### src/hdl/mbp_pkg.sv
// ----------------------------------------------------------------------------
// mbp_pkg: shared types and constants of the MSB-first bit packer
// Holds the job format that travels from the front end to the byte emitter.
// ----------------------------------------------------------------------------
package mbp_pkg;

  localparam int unsigned ValueBits  = 32;  // width of data_value
  localparam int unsigned CountBits  = 6;   // width of bit_count
  localparam int unsigned ByteBits   = 8;
  localparam int unsigned VbBits     = 4;   // width of valid_bits
  localparam int unsigned NbBits     = 3;   // byte count of one job, 0..4
  localparam int unsigned QueueDepth = 2;

  localparam logic KIND_APPEND = 1'b0;
  localparam logic KIND_FLUSH  = 1'b1;

  // One unit of work for the back end: bytes are taken from word, most
  // significant of the nbytes low bytes first.
  typedef struct packed {
    logic [ValueBits-1:0] word;
    logic [NbBits-1:0]    nbytes;
    logic [VbBits-1:0]    valid_bits;
  } job_t;

endpackage

### src/hdl/mbp_front.sv
// ----------------------------------------------------------------------------
// mbp_front: request intake and bit accumulation
// Holds the pending partial byte, merges appended code bits into it and turns
// each request into a job of whole bytes (or one partial byte on a flush).
// ----------------------------------------------------------------------------
module mbp_front #(
  parameter int unsigned MAX_CODE_BITS = 32
) (
  input  logic                            clk,
  input  logic                            rst_n,
  input  logic                            req_valid,
  input  logic                            req_kind,
  input  logic [mbp_pkg::ValueBits-1:0]   req_value,
  input  logic [mbp_pkg::CountBits-1:0]   req_count,
  input  logic                            q_full,
  output logic                            req_ready,
  output logic                            push,
  output mbp_pkg::job_t                   push_job
);

  localparam int unsigned LimitInt = (MAX_CODE_BITS < mbp_pkg::ValueBits) ?
                                     MAX_CODE_BITS : mbp_pkg::ValueBits;
  localparam logic [mbp_pkg::CountBits-1:0] Limit = LimitInt[mbp_pkg::CountBits-1:0];
  localparam int unsigned AccBits = mbp_pkg::ValueBits + mbp_pkg::ByteBits;

  logic [7:0]                        pending_r, pending_nxt;
  logic [3:0]                        free_r, free_nxt;
  logic [3:0]                        filled;
  logic [mbp_pkg::CountBits-1:0]     cnt;
  logic [mbp_pkg::ValueBits-1:0]     val_masked;
  logic [7:0]                        head;
  logic [AccBits-1:0]                acc;
  logic [mbp_pkg::CountBits-1:0]     nbits;
  logic [2:0]                        rem;
  logic [mbp_pkg::NbBits-1:0]        nb;
  logic                              has_result;
  logic                              accept;

  assign req_ready = !q_full;
  assign accept    = req_valid && req_ready;

  always_comb begin
    filled     = 4'd8 - free_r;
    cnt        = (req_count > Limit) ? Limit : req_count;
    val_masked = req_value & ~({mbp_pkg::ValueBits{1'b1}} << cnt);
    head       = pending_r >> free_r;
    acc        = ({{mbp_pkg::ValueBits{1'b0}}, head} << cnt) |
                 {{mbp_pkg::ByteBits{1'b0}}, val_masked};
    nbits      = mbp_pkg::CountBits'(filled) + cnt;
    rem        = nbits[2:0];
    nb         = nbits[mbp_pkg::CountBits-1:3];
    pending_nxt = 8'(acc[7:0] << (4'd8 - {1'b0, rem}));
    free_nxt    = 4'd8 - {1'b0, rem};

    if (req_kind == mbp_pkg::KIND_FLUSH) begin
      has_result          = (free_r != 4'd8);
      push_job.word       = {{(mbp_pkg::ValueBits-8){1'b0}}, pending_r};
      push_job.nbytes     = mbp_pkg::NbBits'(1);
      push_job.valid_bits = filled;
    end else begin
      has_result          = (cnt != '0) && (nb != '0);
      push_job.word       = mbp_pkg::ValueBits'(acc >> rem);
      push_job.nbytes     = nb;
      push_job.valid_bits = 4'd8;
    end
    push = accept && has_result;
  end

  always_ff @(posedge clk) begin
    if (!rst_n) begin
      pending_r <= 8'd0;
      free_r    <= 4'd8;
    end else if (accept && req_kind == mbp_pkg::KIND_APPEND && cnt != '0) begin
      pending_r <= pending_nxt;
      free_r    <= free_nxt;
    end
  end

endmodule

### src/hdl/mbp_queue.sv
// ----------------------------------------------------------------------------
// mbp_queue: short job queue
// A small FIFO that decouples request intake from byte emission.
// ----------------------------------------------------------------------------
module mbp_queue (
  input  logic          clk,
  input  logic          rst_n,
  input  logic          push,
  input  mbp_pkg::job_t push_job,
  input  logic          pop,
  output logic          full,
  output logic          not_empty,
  output mbp_pkg::job_t head_job
);

  localparam int unsigned PtrBits = $clog2(mbp_pkg::QueueDepth);

  mbp_pkg::job_t          mem [mbp_pkg::QueueDepth];
  logic [PtrBits-1:0]     wr_ptr_r, wr_ptr_nxt;
  logic [PtrBits-1:0]     rd_ptr_r, rd_ptr_nxt;
  logic [PtrBits:0]       count_r, count_nxt;

  assign full      = (count_r == (PtrBits+1)'(mbp_pkg::QueueDepth));
  assign not_empty = (count_r != '0);
  assign head_job  = mem[rd_ptr_r];

  always_comb begin
    wr_ptr_nxt = push ? PtrBits'(wr_ptr_r + 1'b1) : wr_ptr_r;
    rd_ptr_nxt = pop  ? PtrBits'(rd_ptr_r + 1'b1) : rd_ptr_r;
    count_nxt  = count_r + (PtrBits+1)'(push) - (PtrBits+1)'(pop);
  end

  always_ff @(posedge clk) begin
    if (push) begin
      mem[wr_ptr_r] <= push_job;
    end
  end

  always_ff @(posedge clk) begin
    if (!rst_n) begin
      wr_ptr_r <= '0;
      rd_ptr_r <= '0;
      count_r  <= '0;
    end else begin
      wr_ptr_r <= wr_ptr_nxt;
      rd_ptr_r <= rd_ptr_nxt;
      count_r  <= count_nxt;
    end
  end

endmodule

### src/hdl/mbp_back.sv
// ----------------------------------------------------------------------------
// mbp_back: byte emitter
// Takes jobs from the queue and sends their bytes one per cycle, as out_ready
// allows, through a registered output stage, marking each job's last byte.
// ----------------------------------------------------------------------------
module mbp_back (
  input  logic          clk,
  input  logic          rst_n,
  input  logic          q_not_empty,
  input  mbp_pkg::job_t q_job,
  output logic          pop,
  output logic          out_valid,
  input  logic          out_ready,
  output logic [7:0]    out_byte,
  output logic [3:0]    out_vbits,
  output logic          out_last
);

  logic [mbp_pkg::ValueBits-1:0] word_r, word_nxt;
  logic [3:0]                    vb_r, vb_nxt;
  logic [mbp_pkg::NbBits-1:0]    cnt_r, cnt_nxt;
  logic                          ovalid_r, ovalid_nxt;
  logic [7:0]                    obyte_r, obyte_nxt;
  logic [3:0]                    ovb_r, ovb_nxt;
  logic                          olast_r, olast_nxt;
  logic                          slot_free;
  logic                          emit;
  logic [1:0]                    idx;

  always_comb begin
    slot_free = !ovalid_r || out_ready;
    emit      = (cnt_r != '0) && slot_free;
    pop       = q_not_empty && ((cnt_r == '0) || (cnt_r == mbp_pkg::NbBits'(1) && emit));
    idx       = 2'(cnt_r - 1'b1);

    word_nxt = pop ? q_job.word       : word_r;
    vb_nxt   = pop ? q_job.valid_bits : vb_r;
    if (pop) begin
      cnt_nxt = q_job.nbytes;
    end else if (emit) begin
      cnt_nxt = cnt_r - 1'b1;
    end else begin
      cnt_nxt = cnt_r;
    end

    obyte_nxt = obyte_r;
    ovb_nxt   = ovb_r;
    olast_nxt = olast_r;
    if (emit) begin
      ovalid_nxt = 1'b1;
      obyte_nxt  = 8'(word_r >> {idx, 3'b000});
      ovb_nxt    = vb_r;
      olast_nxt  = (cnt_r == mbp_pkg::NbBits'(1));
    end else if (out_ready) begin
      ovalid_nxt = 1'b0;
    end else begin
      ovalid_nxt = ovalid_r;
    end
  end

  always_ff @(posedge clk) begin
    word_r  <= word_nxt;
    vb_r    <= vb_nxt;
    obyte_r <= obyte_nxt;
    ovb_r   <= ovb_nxt;
    olast_r <= olast_nxt;
  end

  always_ff @(posedge clk) begin
    if (!rst_n) begin
      cnt_r    <= '0;
      ovalid_r <= 1'b0;
    end else begin
      cnt_r    <= cnt_nxt;
      ovalid_r <= ovalid_nxt;
    end
  end

  assign out_valid = ovalid_r;
  assign out_byte  = obyte_r;
  assign out_vbits = ovb_r;
  assign out_last  = olast_r;

endmodule

### src/hdl/msb_first_bit_packer.sv
// ----------------------------------------------------------------------------
// msb_first_bit_packer: MSB-first variable-length code packer
// Packs codes of 1 to 32 bits into a byte stream, first bit at the top.
// ----------------------------------------------------------------------------
// Usage: each request on the in_ channel is an append (in_tuser low) carrying
// a code in the low bit_count bits of data_value, or a flush (in_tuser high).
// An append merges the code behind the bits already pending and produces one
// result per completed byte, zero to four of them. A flush sends the pending
// partial byte, padded with zeros at the low end, with its count of valid
// bits; it leaves the pending bits in place. Requests that complete no byte,
// and flushes with nothing pending, give no result. out_tlast marks the last
// byte produced by each request. A bit_count above the smaller of
// MAX_CODE_BITS and 32 is clipped to it; a count of zero appends nothing.
// Path: queue entry, then the emitter's job registers, then its output
// register. Throughput: the output sends one byte per cycle while out_tready
// allows, and a request occupies the emitter for each byte it makes (up to
// four). The next job loads in the cycle of the previous job's last byte;
// only a job that finds the emitter idle must load first. A two-entry job
// queue lets requests be taken while earlier bytes are still leaving. Reset
// clears the pending byte and all queued work. When the receiver stalls, the
// output register holds its byte, the queue fills and then in_tready drops.
// ----------------------------------------------------------------------------
module msb_first_bit_packer #(
  parameter int unsigned MAX_CODE_BITS = 32
) (
  input  logic        clk,
  input  logic        rst_n,
  input  logic        in_tvalid,
  output logic        in_tready,
  input  logic [39:0] in_tdata,   // data_value [31:0], bit_count [37:32], zeros
  input  logic        in_tuser,   // kind: 0 append, 1 flush
  output logic        out_tvalid,
  input  logic        out_tready,
  output logic [15:0] out_tdata,  // out_byte [7:0], valid_bits [11:8], zeros
  output logic        out_tlast
);

  logic          push;
  logic          pop;
  logic          q_full;
  logic          q_not_empty;
  mbp_pkg::job_t push_job;
  mbp_pkg::job_t head_job;
  logic [7:0]    out_byte;
  logic [3:0]    out_vbits;

  // Front end: accumulates code bits and turns each request into a job.
  mbp_front #(
    .MAX_CODE_BITS (MAX_CODE_BITS)
  ) u_front (
    .clk       (clk),
    .rst_n     (rst_n),
    .req_valid (in_tvalid),
    .req_kind  (in_tuser),
    .req_value (in_tdata[31:0]),
    .req_count (in_tdata[37:32]),
    .q_full    (q_full),
    .req_ready (in_tready),
    .push      (push),
    .push_job  (push_job)
  );

  // Job queue between the two halves.
  mbp_queue u_queue (
    .clk       (clk),
    .rst_n     (rst_n),
    .push      (push),
    .push_job  (push_job),
    .pop       (pop),
    .full      (q_full),
    .not_empty (q_not_empty),
    .head_job  (head_job)
  );

  // Back end: sends the bytes of each job, one per cycle while out_tready allows.
  mbp_back u_back (
    .clk         (clk),
    .rst_n       (rst_n),
    .q_not_empty (q_not_empty),
    .q_job       (head_job),
    .pop         (pop),
    .out_valid   (out_tvalid),
    .out_ready   (out_tready),
    .out_byte    (out_byte),
    .out_vbits   (out_vbits),
    .out_last    (out_tlast)
  );

  assign out_tdata = {4'b0000, out_vbits, out_byte};

endmodule

### config.mk
export PLATFORM = sky130hd
export DESIGN_NAME = msb_first_bit_packer
export DESIGN_NICKNAME = d
export VERILOG_FILES = /design/src/hdl/mbp_pkg.sv /design/src/hdl/mbp_front.sv /design/src/hdl/mbp_queue.sv /design/src/hdl/mbp_back.sv /design/src/hdl/msb_first_bit_packer.sv
export SDC_FILE = /design/constraint.sdc
export NUM_CORES = 1
export LEC_CHECK = 0
export ABC_AREA = 1
export CAP_MARGIN = 0
export CORE_AREA = 2 2 123 125
export DETAILED_ROUTE_END_ITERATION = 16
export DIE_AREA = 0 0 125 127
export DONT_BUFFER_PORTS = 1
export GPL_ROUTABILITY_DRIVEN = 0
export PLACE_DENSITY = 0.8
export SYNTH_ARGS = -nofsm -noshare
export SYNTH_HDL_FRONTEND = slang
export SYNTH_SLANG_ARGS = --single-unit
### constraint.sdc
create_clock -name clk -period 5.9 [get_ports clk]
set_clock_uncertainty 0.05 [all_clocks]
set_input_delay 1.18 -clock clk [delete_from_list [all_inputs] [get_ports clk]]
set_output_delay 1.18 -clock clk [all_outputs]
set_load 0.01 [all_outputs]
==> flow_metrics.env <==
export IMPL_r2r_start="u_front.free_r[0]"
export IMPL_wl_per_cell_um=18.7
export IMPL_antenna_left=0
export IMPL_via_per_inst=6.38
export IMPL_io_pins=64
export IMPL_p_leak_nw=3.94
export IMPL_hp_start="u_back.vb_r[1]"
export IMPL_setup_violations=0
export IMPL_ys_seq_elements=148
export IMPL_synth_seq_area_share_pct=45.8
export IMPL_die_h_um=127
export IMPL_synth_cell_types=46
export IMPL_cts_resized=0
export IMPL_cts_root_buf="clkbuf_16"
export IMPL_cts_hold_buffers=0
export IMPL_syn_avg_cell_area_um2=8.46
export IMPL_required_ns=5.88
export IMPL_crit_path_max_incr_delay_ns=0.85
export IMPL_crit_fanout=39
export IMPL_crit_slowest_cell="nor2_4"
export IMPL_multi_input_area_um2=4370
export IMPL_io_buffers=0
export IMPL_die_area_um2=15900
export IMPL_yosysTopAreaCellShare_pct=41.3
export IMPL_crit_type="flop to flop"
export IMPL_rsz0062_at_grt="no"
export IMPL_netlist_top_cells_area="edfxtp_1 (41%), nand3_1 (15%), nand2_1 (8.2%), mux2_2 (4.6%), dfxtp_1 (4.6%)"
export IMPL_reg2reg_slack_ns=1.75
export IMPL_max_freq_mhz=241
export IMPL_drive_gt1_share_pct=14.4
export IMPL_end_kind="flop"
export IMPL_post_route_period_util_pct=70.3
export IMPL_tns_ns=0
export IMPL_maxSlewViolCount=0
export IMPL_dpl_hpwl_um=16800
export IMPL_diodes=0
export IMPL_postLayoutCoreUtil_pct=68.2
export IMPL_post_route_drc_count=0
export IMPL_maxSlewHeadroom_pct=26.7
export IMPL_critPathArrivalTime_ns=4.13
export IMPL_grt_max_degree=45
export IMPL_start_util_pct=64.1
export IMPL_path_clk_slew_ns=0.06
export IMPL_seqPwrFrac_pct=39.2
export IMPL_grt_pass1_wl_um=37500
export IMPL_dr_pass1_iters=5
export IMPL_yosys_area_top_type="edfxtp_1"
export IMPL_worst_pin_slew_ns=1.10
export IMPL_cts_tree="built"
export IMPL_cp_start_kind="flop"
export IMPL_syn_to_final_growth_pct=6.43
export IMPL_grt_overflow=0
export IMPL_yosys_warnings=0
export IMPL_cp_endpoint="u_queue.mem[0][18]"
export IMPL_reg2reg_to="u_queue.mem[0][18]"
export IMPL_synth_edff_count=127
export IMPL_pwr_share_clk_pct=25.8
export IMPL_antenna_found_initial=0
export IMPL_crit_path_cell_trace="inv_1 > ha_1 > xor2_1 > inv_1 > ha_1 > inv_1 > o21ai_1 > inv_1 > nand3_1 > nand2_1 > nand2_1 > o21ai_1 > nand2_1 > nand2_1 > nor2_4"
export IMPL_hold_path_class="flop to flop"
export IMPL_p_total_mw=4.35
export IMPL_groute_usage_overall_pct=29.9
export IMPL_grt_pass1_vias=7170
export IMPL_combPwrFrac_pct=35.0
export IMPL_seqCellArea_um2=4230
export IMPL_power_density_nw_per_um2=442
export IMPL_cts_buffer_depth=2
export IMPL_drtIter0Drc=903
export IMPL_layout_nets=1117
export IMPL_synth_commonest_cells="nand3_1 (282), nand2_1 (203), edfxtp_1 (127), nor2_1 (78), inv_1 (62)"
export IMPL_cts_buffers=17
export IMPL_intPower_mw=2.74
export IMPL_via_count=8033
export IMPL_dieWidth_um=125
export IMPL_async_flop_share_pct=0
export IMPL_r2r_cells=15
export IMPL_clk_insertion_delay_late_ns=0.42
export IMPL_min_period_ns=4.15
export IMPL_synth_most_common_cell="nand3_1"
export IMPL_htreeDepth=4
export IMPL_synthFlopType="edfxtp_1"
export IMPL_post_cts_buffers=0
export IMPL_cts_sinks=148
export IMPL_outcome="complete, no violations"
export IMPL_max_cap_violations=0
export IMPL_finalHoldViolCount=0
export IMPL_switching_share_pct=37.0
export IMPL_nFillCells=1168
export IMPL_p_sw_mw=1.61
export IMPL_syn_cell_area_um2=9240
export IMPL_synthCells=1092
export IMPL_ir_worst_vdd_mv=0.266
export IMPL_startpoint="u_front.free_r[0]"
export IMPL_rows=44
export IMPL_core_area_um2=14400
export IMPL_routed_wl_um=23500
[through the flow]
stage	area [µm²]	setup slack, ns	instances	hold slack, ns
2_1_floorplan	9250	0.998	1095	0.350
3_5_place_dp	9210	1.47	1227	0.355
4_1_cts	9830	1.78	1259	0.371
5_1_grt	9830	1.44	1259	0.371
6_report	9830	1.75	1259	0.372
3_3_place_gp	9210	1.52	1227	0.354
[cell families (layout without fill, tap and decap cells)]
kind of cell,count (synthesis),in the layout,share of synthesized area [%]
flip-flops,148,148,45.8
AO/OA/AOI/OAI,119,119,7.57
buffers and inverters,140,120,7.04
other,1,4,0.0406
XOR/XNOR,6,6,0.772
multiplexers,39,39,4.74
AND/OR/NAND/NOR,629,629,32.7
adder cells (fa/ha/maj),10,10,1.35
[layout make-up]
class                   instances  share of cell area [%]
clock inverters                15                    2.01
flip-flops and latches        148                    43.1
multi-input cells             807                    44.5
inverters                      78                    3.03
clock buffers                  17                    4.33
well taps                     184                    2.34
repair buffers                 10                   0.763
[sequential cells by signal, summed over array words and instances, names as in the netlist, 2 cells and up, named ones only]
register / cells
u_back.out_vbits: 4
u_queue.mem: 78
u_queue.count_r: 2
u_back.cnt_r: 3
u_back.word_r: 32
u_front.pending_r: 8
u_back.vb_r: 4
u_front.free_r: 4
u_back.out_byte: 8
[worst max-delay path: cells and delay by family (launching register included)]
family                   cells  cell delay (ns)
AND/OR/NAND/NOR              6             1.30
adder cells (fa/ha/maj)      2             0.66
flip-flops                   1             0.61
buffers and inverters        4             0.56
XOR/XNOR                     1             0.32
AO/OA/AOI/OAI                2             0.23
[power groups by stage]
stage | clock network [mW] | registers, mW | logic (mW)
2_1_floorplan | 0 | 1.67 | 1.20
3_3_place_gp | 0 | 1.71 | 1.45
3_5_place_dp | 0 | 1.72 | 1.48
4_1_cts | 1.13 | 1.70 | 1.50
5_1_grt | 1.18 | 1.73 | 1.68
6_report | 1.12 | 1.70 | 1.52
[per-layer routing]
metal | share of wire (%) | wire (µm) | vias to the layer above | GRT usage, %
met3 | 9.3 | 2190 | 68 | 5.23
met5 | 0 | 0 | - | 0
met1 | 42 | 9770 | 3679 | 42.2
li1 | - | - | 3771 | -
met4 | 3.3 | 779 | 0 | 12.8
met2 | 46 | 10800 | 515 | 45.9
[how the worst min path moves through the flow]
stage                                to  slack (ns)  cells past startpoint
detailed placement  u_back.out_vbits[2]        0.35                      0
CTS                 u_back.out_vbits[2]        0.37                      0
global route        u_back.out_vbits[1]        0.37                      0
finish              u_back.out_vbits[1]        0.37                      0
global placement    u_back.out_vbits[3]        0.35                      0
floorplan           u_back.out_vbits[0]        0.35                      0
[cells in the final DEF (no fill, tap or decap), drive strengths merged, types with 17 or more instances in the layout]
cell / n
mux2: 38
clkbuf: 17
dfxtp: 21
a21oi: 25
nand2: 222
o211ai: 19
edfxtp: 127
nor2: 94
o21ai: 56
inv: 83
nand3: 296
(Power assumes the default switching activity.)
